$ cat config.mk
export PLATFORM = sky130hd
export DESIGN_NAME = elevation_post_bilinear_interp_core
export DESIGN_NICKNAME = d
export VERILOG_FILES = /design/src/rtl/epbi_pkg.sv /design/src/rtl/elevation_post_bilinear_interp_core.sv /design/src/rtl/epbi_post_decode.sv
export SDC_FILE = /design/constraint.sdc
export NUM_CORES = 2
export LEC_CHECK = 0
export BUFFER_PORTS_ARGS = -buffer_cell sky130_fd_sc_hd__buf_4
export CORE_ASPECT_RATIO = 1.2
export CORE_MARGIN = 2
export CORE_UTILIZATION = 55
export DETAILED_ROUTE_END_ITERATION = 16
export PLACE_DENSITY = 0.71
export SYNTH_ARGS = -nofsm -noshare
export SYNTH_HDL_FRONTEND = slang
export SYNTH_SLANG_ARGS = --single-unit
$ cat constraint.sdc
create_clock -name clk -period 10 [get_ports clk]
set_input_delay 2 -clock clk [delete_from_list [all_inputs] [get_ports clk]]
set_output_delay 2 -clock clk [all_outputs]
set_load 0.05 [all_outputs]
$ cat src/rtl/epbi_pkg.sv
`default_nettype none

package epbi_pkg;

  localparam int POST_W        = 16;
  localparam int FRAC_W        = 16;
  localparam int ELEV_W        = 31;
  localparam int OUT_FRAC      = 16;
  localparam int FRAC_BITS_DEF = 16;

  // Number of register stages between an accepted request and its result.
  localparam int PIPE_DEPTH = 6;

  localparam logic [POST_W-1:0]        POST_NULL = 16'hFFFF;
  localparam logic signed [POST_W-1:0] ELEV_MIN  = -16'sd12000;
  localparam logic signed [POST_W-1:0] ELEV_MAX  = 16'sd9000;

  // One decoded post: its value in metres and whether it may be used.
  typedef struct packed {
    logic                     ok;
    logic signed [POST_W-1:0] value;
  } post_t;

endpackage

`default_nettype wire

$ cat src/rtl/elevation_post_bilinear_interp_core.sv
`default_nettype none

// Bilinear elevation interpolation over one terrain cell. A request is
// accepted on every clock edge at which start is high; busy is always low,
// so a new request may be issued in every cycle. Each request produces
// exactly one result: done is high for one cycle and elevation and
// elevation_valid are meaningful during that cycle only. The receiver
// cannot stall the block, so it must take each result as it appears. The
// pipeline has six register stages (post decode, east-west products, edge
// sums, edge difference, north-south product, final add and scaling), and
// its multipliers and wide adds sit in separate stages. Results come out
// in request order. When two or more posts are null, or out of range,
// elevation_valid is low and elevation reads zero. With exactly one null
// post, its edge uses the other post of that edge.
module elevation_post_bilinear_interp_core #(
  parameter int FRAC_BITS = epbi_pkg::FRAC_BITS_DEF
) (
  input  wire  logic                               clk,
  input  wire  logic                               rst,
  input  wire  logic                               start,
  output logic                                     busy,
  input  wire  logic [epbi_pkg::POST_W-1:0]        south_west_raw,
  input  wire  logic [epbi_pkg::POST_W-1:0]        north_west_raw,
  input  wire  logic [epbi_pkg::POST_W-1:0]        south_east_raw,
  input  wire  logic [epbi_pkg::POST_W-1:0]        north_east_raw,
  input  wire  logic [epbi_pkg::FRAC_W-1:0]        x_fraction,
  input  wire  logic [epbi_pkg::FRAC_W-1:0]        y_fraction,
  output logic                                     done,
  output logic signed [epbi_pkg::ELEV_W-1:0]       elevation,
  output logic                                     elevation_valid
);

  localparam int PW = epbi_pkg::POST_W;
  localparam int FW = epbi_pkg::FRAC_W;
  // Post difference times fraction, both as signed values one bit wider.
  localparam int XPROD_W = 2 * (PW + 1);
  // Edge values at Q.FRAC_BITS; one bit of margin over the largest term.
  localparam int EDGE_W = ((FRAC_BITS + PW > XPROD_W) ? FRAC_BITS + PW : XPROD_W) + 1;
  localparam int DIFF_W = EDGE_W + 1;
  localparam int YPROD_W = DIFF_W + FW + 1;
  localparam int SUM_W = YPROD_W + 1;
  localparam int SH_R = (FRAC_BITS > epbi_pkg::OUT_FRAC) ?
                        FRAC_BITS - epbi_pkg::OUT_FRAC : 0;
  localparam int SH_L = (FRAC_BITS < epbi_pkg::OUT_FRAC) ?
                        epbi_pkg::OUT_FRAC - FRAC_BITS : 0;

  // The pipeline never stalls, so requests are always taken.
  assign busy = 1'b0;

  logic accept;
  assign accept = start && !busy;

  // Valid bits travel alongside the data, one per stage.
  logic [epbi_pkg::PIPE_DEPTH-1:0] valid_pipe;

  always_ff @(posedge clk) begin
    if (rst) begin
      valid_pipe <= '0;
    end else begin
      valid_pipe <= {valid_pipe[epbi_pkg::PIPE_DEPTH-2:0], accept};
    end
  end

  assign done = valid_pipe[epbi_pkg::PIPE_DEPTH-1];

  // Stage 1: decode posts, replace a single null post by its edge partner.
  epbi_pkg::post_t dec_sw, dec_nw, dec_se, dec_ne;

  epbi_post_decode u_dec_sw (.raw(south_west_raw), .post(dec_sw));
  epbi_post_decode u_dec_nw (.raw(north_west_raw), .post(dec_nw));
  epbi_post_decode u_dec_se (.raw(south_east_raw), .post(dec_se));
  epbi_post_decode u_dec_ne (.raw(north_east_raw), .post(dec_ne));

  logic [2:0] null_count;
  assign null_count = {2'b00, !dec_sw.ok} + {2'b00, !dec_nw.ok} +
                      {2'b00, !dec_se.ok} + {2'b00, !dec_ne.ok};

  logic signed [PW-1:0] s1_sw, s1_nw, s1_se, s1_ne;
  logic [FW-1:0]        s1_xf, s1_yf;
  logic                 s1_ok;

  // Substituting the partner makes the edge interpolate between two equal
  // posts, which yields exactly that post at Q.FRAC_BITS.
  always_ff @(posedge clk) begin
    s1_sw <= dec_sw.ok ? dec_sw.value : dec_se.value;
    s1_se <= dec_se.ok ? dec_se.value : dec_sw.value;
    s1_nw <= dec_nw.ok ? dec_nw.value : dec_ne.value;
    s1_ne <= dec_ne.ok ? dec_ne.value : dec_nw.value;
    s1_xf <= x_fraction;
    s1_yf <= y_fraction;
    s1_ok <= (null_count <= 3'd1);
  end

  // Stage 2: east-west products along both edges.
  logic signed [PW:0]        dx_s, dx_n;
  logic signed [FW:0]        xf_s;
  logic signed [XPROD_W-1:0] s2_prod_s, s2_prod_n;
  logic signed [PW-1:0]      s2_sw, s2_nw;
  logic [FW-1:0]             s2_yf;
  logic                      s2_ok;

  always_comb begin
    dx_s = $signed({s1_se[PW-1], s1_se}) - $signed({s1_sw[PW-1], s1_sw});
    dx_n = $signed({s1_ne[PW-1], s1_ne}) - $signed({s1_nw[PW-1], s1_nw});
    xf_s = $signed({1'b0, s1_xf});
  end

  always_ff @(posedge clk) begin
    s2_prod_s <= dx_s * xf_s;
    s2_prod_n <= dx_n * xf_s;
    s2_sw     <= s1_sw;
    s2_nw     <= s1_nw;
    s2_yf     <= s1_yf;
    s2_ok     <= s1_ok;
  end

  // Stage 3: edge values = west post at Q.FRAC_BITS plus the product.
  logic signed [EDGE_W-1:0] base_s, base_n, ext_s, ext_n;
  logic signed [EDGE_W-1:0] s3_mids, s3_midn;
  logic [FW-1:0]            s3_yf;
  logic                     s3_ok;

  always_comb begin
    base_s = $signed({{(EDGE_W-PW){s2_sw[PW-1]}}, s2_sw}) <<< FRAC_BITS;
    base_n = $signed({{(EDGE_W-PW){s2_nw[PW-1]}}, s2_nw}) <<< FRAC_BITS;
    ext_s  = $signed({{(EDGE_W-XPROD_W){s2_prod_s[XPROD_W-1]}}, s2_prod_s});
    ext_n  = $signed({{(EDGE_W-XPROD_W){s2_prod_n[XPROD_W-1]}}, s2_prod_n});
  end

  always_ff @(posedge clk) begin
    s3_mids <= base_s + ext_s;
    s3_midn <= base_n + ext_n;
    s3_yf   <= s2_yf;
    s3_ok   <= s2_ok;
  end

  // Stage 4: north minus south edge.
  logic signed [DIFF_W-1:0] s4_diff;
  logic signed [EDGE_W-1:0] s4_mids;
  logic [FW-1:0]            s4_yf;
  logic                     s4_ok;

  always_ff @(posedge clk) begin
    s4_diff <= $signed({s3_midn[EDGE_W-1], s3_midn}) -
               $signed({s3_mids[EDGE_W-1], s3_mids});
    s4_mids <= s3_mids;
    s4_yf   <= s3_yf;
    s4_ok   <= s3_ok;
  end

  // Stage 5: north-south product.
  logic signed [FW:0]        yf_s;
  logic signed [YPROD_W-1:0] s5_prod;
  logic signed [EDGE_W-1:0]  s5_mids;
  logic                      s5_ok;

  assign yf_s = $signed({1'b0, s4_yf});

  always_ff @(posedge clk) begin
    s5_prod <= s4_diff * yf_s;
    s5_mids <= s4_mids;
    s5_ok   <= s4_ok;
  end

  // Stage 6: floor the product back to Q.FRAC_BITS, add, bring to Q.16.
  logic signed [YPROD_W-1:0] step;
  logic signed [SUM_W-1:0]   sum;
  logic signed [SUM_W-1:0]   scaled;

  always_comb begin
    step   = s5_prod >>> FRAC_BITS;
    sum    = $signed({{(SUM_W-EDGE_W){s5_mids[EDGE_W-1]}}, s5_mids}) +
             $signed({step[YPROD_W-1], step});
    scaled = (sum >>> SH_R) <<< SH_L;
  end

  always_ff @(posedge clk) begin
    elevation       <= s5_ok ? $signed(scaled[epbi_pkg::ELEV_W-1:0]) : '0;
    elevation_valid <= s5_ok;
  end

endmodule

`default_nettype wire

$ cat src/rtl/epbi_post_decode.sv
`default_nettype none

// Decodes one sign-magnitude post and flags it as null when it carries the
// null code or lies outside the legal elevation range.
module epbi_post_decode (
  input  wire logic [epbi_pkg::POST_W-1:0] raw,
  output epbi_pkg::post_t                  post
);

  logic [epbi_pkg::POST_W-1:0] mag;
  logic signed [epbi_pkg::POST_W-1:0] value;

  always_comb begin
    mag = {1'b0, raw[epbi_pkg::POST_W-2:0]};
    if (raw[epbi_pkg::POST_W-1]) begin
      value = $signed(-mag);
    end else begin
      value = $signed(mag);
    end
    post.value = value;
    post.ok    = (raw != epbi_pkg::POST_NULL) &&
                 (value >= epbi_pkg::ELEV_MIN) && (value <= epbi_pkg::ELEV_MAX);
  end

endmodule

`default_nettype wire

==> results_dict.tcl <==
set metrics [dict create \
    antenna_found_initial 3 \
    cts_root_buffer "clkbuf_16" \
    drive_gt1_frac 0.0559 \
    critPathMostFrequentCell "fa_1" \
    worstSetupPathType "reg -> reg" \
    synthMuxAreaShare 0.0105 \
    firstDrtPassIters 6 \
    synth_fa_ha_area_frac 0.462 \
    h-tree-depth 2 \
    cts_setup_buffers 0 \
    cts_sinks 486 \
    io_buffer_count 131 \
    r2r_setup_slack_ns 0.98 \
    grt_usage 0.263 \
    final_nets 7742 \
    area_growth_pct 7.60 \
    synth_xor_area_frac 0.0433 \
    synthArstFlopShare 0 \
    fin_setup_tns_ns 0 \
    ys_types 83 \
    synth.avg_cell_area_um2 9.34 \
    critPathLaunchType "flop" \
    core-area_um2 103000 \
    drtAntennaViolNets 0 \
    synth_edf_count 0 \
    hp-start "s2_prod_n[11]" \
    synth_seq_cells 486 \
    hold_viol 0 \
    cts_tree "built" \
    worst_pin_slew_ns 1.16 \
    yosys_warnings 0 \
    run_status "completed" \
    hold_depth 0 \
    synth_compound_area_frac 0.0648 \
    rows 129 \
    dieHeight_um 357 \
    vias 40206 \
    drt-total-wl_mm 135 \
    yosysSeqAreaShare 0.170 \
    grt_pass1_vias 42879 \
    hp-class "reg -> reg" \
    die-area_um2 107000 \
    reg2reg_to "s2_prod_n[33]" \
    synth.cell_area_um2 57200 \
    r2r-start "s1_ne[0]" \
    viasPerCell 5.30 \
    place.detailed.hpwl_mm 107 \
    slew_headroom 0.219 \
    fillers 8768 \
    drv_slew 0 \
    synth_fp_nets 7700 \
    cts_resized 0 \
    cp.required_ns 10.50 \
    grt_max_degree 37 \
    cts_hold_buf 0 \
    drc 0 \
    rsz0062_at_grt "false" \
    setup_violations 0 \
    crit_fanout 16 \
    overflow 0 \
    min_to "s3_midn[11]" \
    min_period_over_period 0.902 \
    drtIter0Drc 2164 \
    finalCriticalPeriod_ns 9.02 \
    wire_per_inst_um 17.8 \
    cts_buffers 52 \
    ioPinCount 133 \
    final_cell_mix "1336 x inv_1, 1049 x fa_1, 733 x nand2_1" \
    die_x_um 298 \
    path_clk_slew_ns 0.06 \
    mostFrequentLayoutCell "inv_1" \
    synth_simple_gate_area_frac 0.146 \
    clk_path_buf_depth 3 \
    clock_skew_ns 0.0649 \
    worst_ep_arrival_time_ns 9.52 \
    cp-end-kind "flop" \
    grt_pass1_wl_mm 222 \
    reg2regPathDepth 33 \
    synth_top_flop_cell "dfxtp_1" \
    start_util 0.555 \
    syn_inst 6127 \
    cp_slowest_cell "fa_1" \
    drv_cap 0 \
    insertion_delay_ns 0.68 \
    place_congestion 0.906 \
    cp_slowest_stage_delay_ns 0.74 \
    synth_top_family_by_area "adder cells" \
    clock.fmax_mhz 111 \
]
[layer usage]
metal / GRT usage / up-vias / part of all wire
met5: 0 / - / 0
met4: 0.128 / 0 / 0.054
met3: 0.0306 / 322 / 0.053
met2: 0.469 / 1224 / 0.50
met1: 0.317 / 20127 / 0.39
li1: - / 18533 / -
[synthesized netlist by cell type (all sizes together) (21+ instances only)]
cell type,instances,area share
inv,1336,0.088
fa,1049,0.37
nand2,734,0.048
dfxtp,486,0.17
and2,459,0.050
ha,425,0.093
clkbuf,197,0.013
xnor2,191,0.029
a21oi,170,0.015
nor2,159,0.010
o21ai,112,0.0098
nor2b,105,0.011
xor2,91,0.014
a21o,69,0.0091
mux2i,60,0.010
nand2b,47,0.0051
nor3,45,0.0039
o21a,43,0.0056
nand3,39,0.0034
and3,27,0.0030
a211oi,23,0.0030
o21bai,22,0.0030
o31ai,21,0.0030
[kinds of logic (layout without fill, tap and decap cells)]
family                     count (synthesis)  after routing
DFF                                      486            486
and+or+nand+nor                         1696           1696
xor gates and xnor gates                 282            282
muxes                                     60             60
AOI/OAI and AO/OA                        567            567
buffers and inverters                   1550           1635
other                                      1              2
adders and majority gates               1485           1485
[worst max-delay path by stage]
stage | from | end | cells after the start
2_1_floorplan | s1_sw[2] | s2_prod_s[32] | 34
3_3_place_gp | s1_ne[0] | s2_prod_n[33] | 33
3_5_place_dp | s1_ne[0] | s2_prod_n[33] | 33
4_1_cts | s1_ne[0] | s2_prod_n[33] | 33
5_1_grt | s1_nw[2] | s2_prod_n[33] | 32
6_report | s1_ne[0] | s2_prod_n[33] | 33
[sequential cells by signal, indices dropped and copies added (netlist names), 31 cells and up]
signal     flops
s5_prod       31
s2_prod_s     34
s2_prod_n     34
s4_mids       31
s4_diff       36
s3_mids       35
elevation     31
s3_midn       35
s5_mids       31
[critical path, delay by kind of cell (launching register included)]
family / cells / cell delay (ns)
adders and majority gates: 8 / 3.78
AOI/OAI and AO/OA: 11 / 2.19
and+or+nand+nor: 8 / 1.47
xor gates and xnor gates: 3 / 1.00
DFF: 1 / 0.31
buffers and inverters: 3 / 0.13
[through the flow]
| stage | util | cells | instance area, um^2 | hold slack, ns | setup WS (ns) |
|---|---|---|---|---|---|
| 2_1_floorplan | - | 6127 | 57200 | 0.310 | 1.80 |
| 3_3_place_gp | 0.578 | 7490 | 59600 | 0.310 | 1.30 |
| 3_5_place_dp | 0.578 | 7490 | 59600 | 0.312 | 1.03 |
| 4_1_cts | 0.597 | 7587 | 61600 | 0.305 | 0.997 |
| 5_1_grt | 0.597 | 7588 | 61600 | 0.325 | 0.254 |
| 6_report | 0.597 | 7588 | 61600 | 0.318 | 0.978 |
[final cells by class]
type	instances	area (um^2)	area share
antenna	1	2.50	0.0000407
clock buffer	62	1400	0.0227
tap	1375	1720	0.0279
sequential	486	9740	0.158
inverter	1336	5010	0.0815
timing repair buffer	202	1520	0.0246
clock inverter	35	520	0.00846
multi-input combinational	4091	41600	0.676
Power is not shown: default switching activity piles up to over one toggle a cycle in this logic, so the estimate is an artifact.
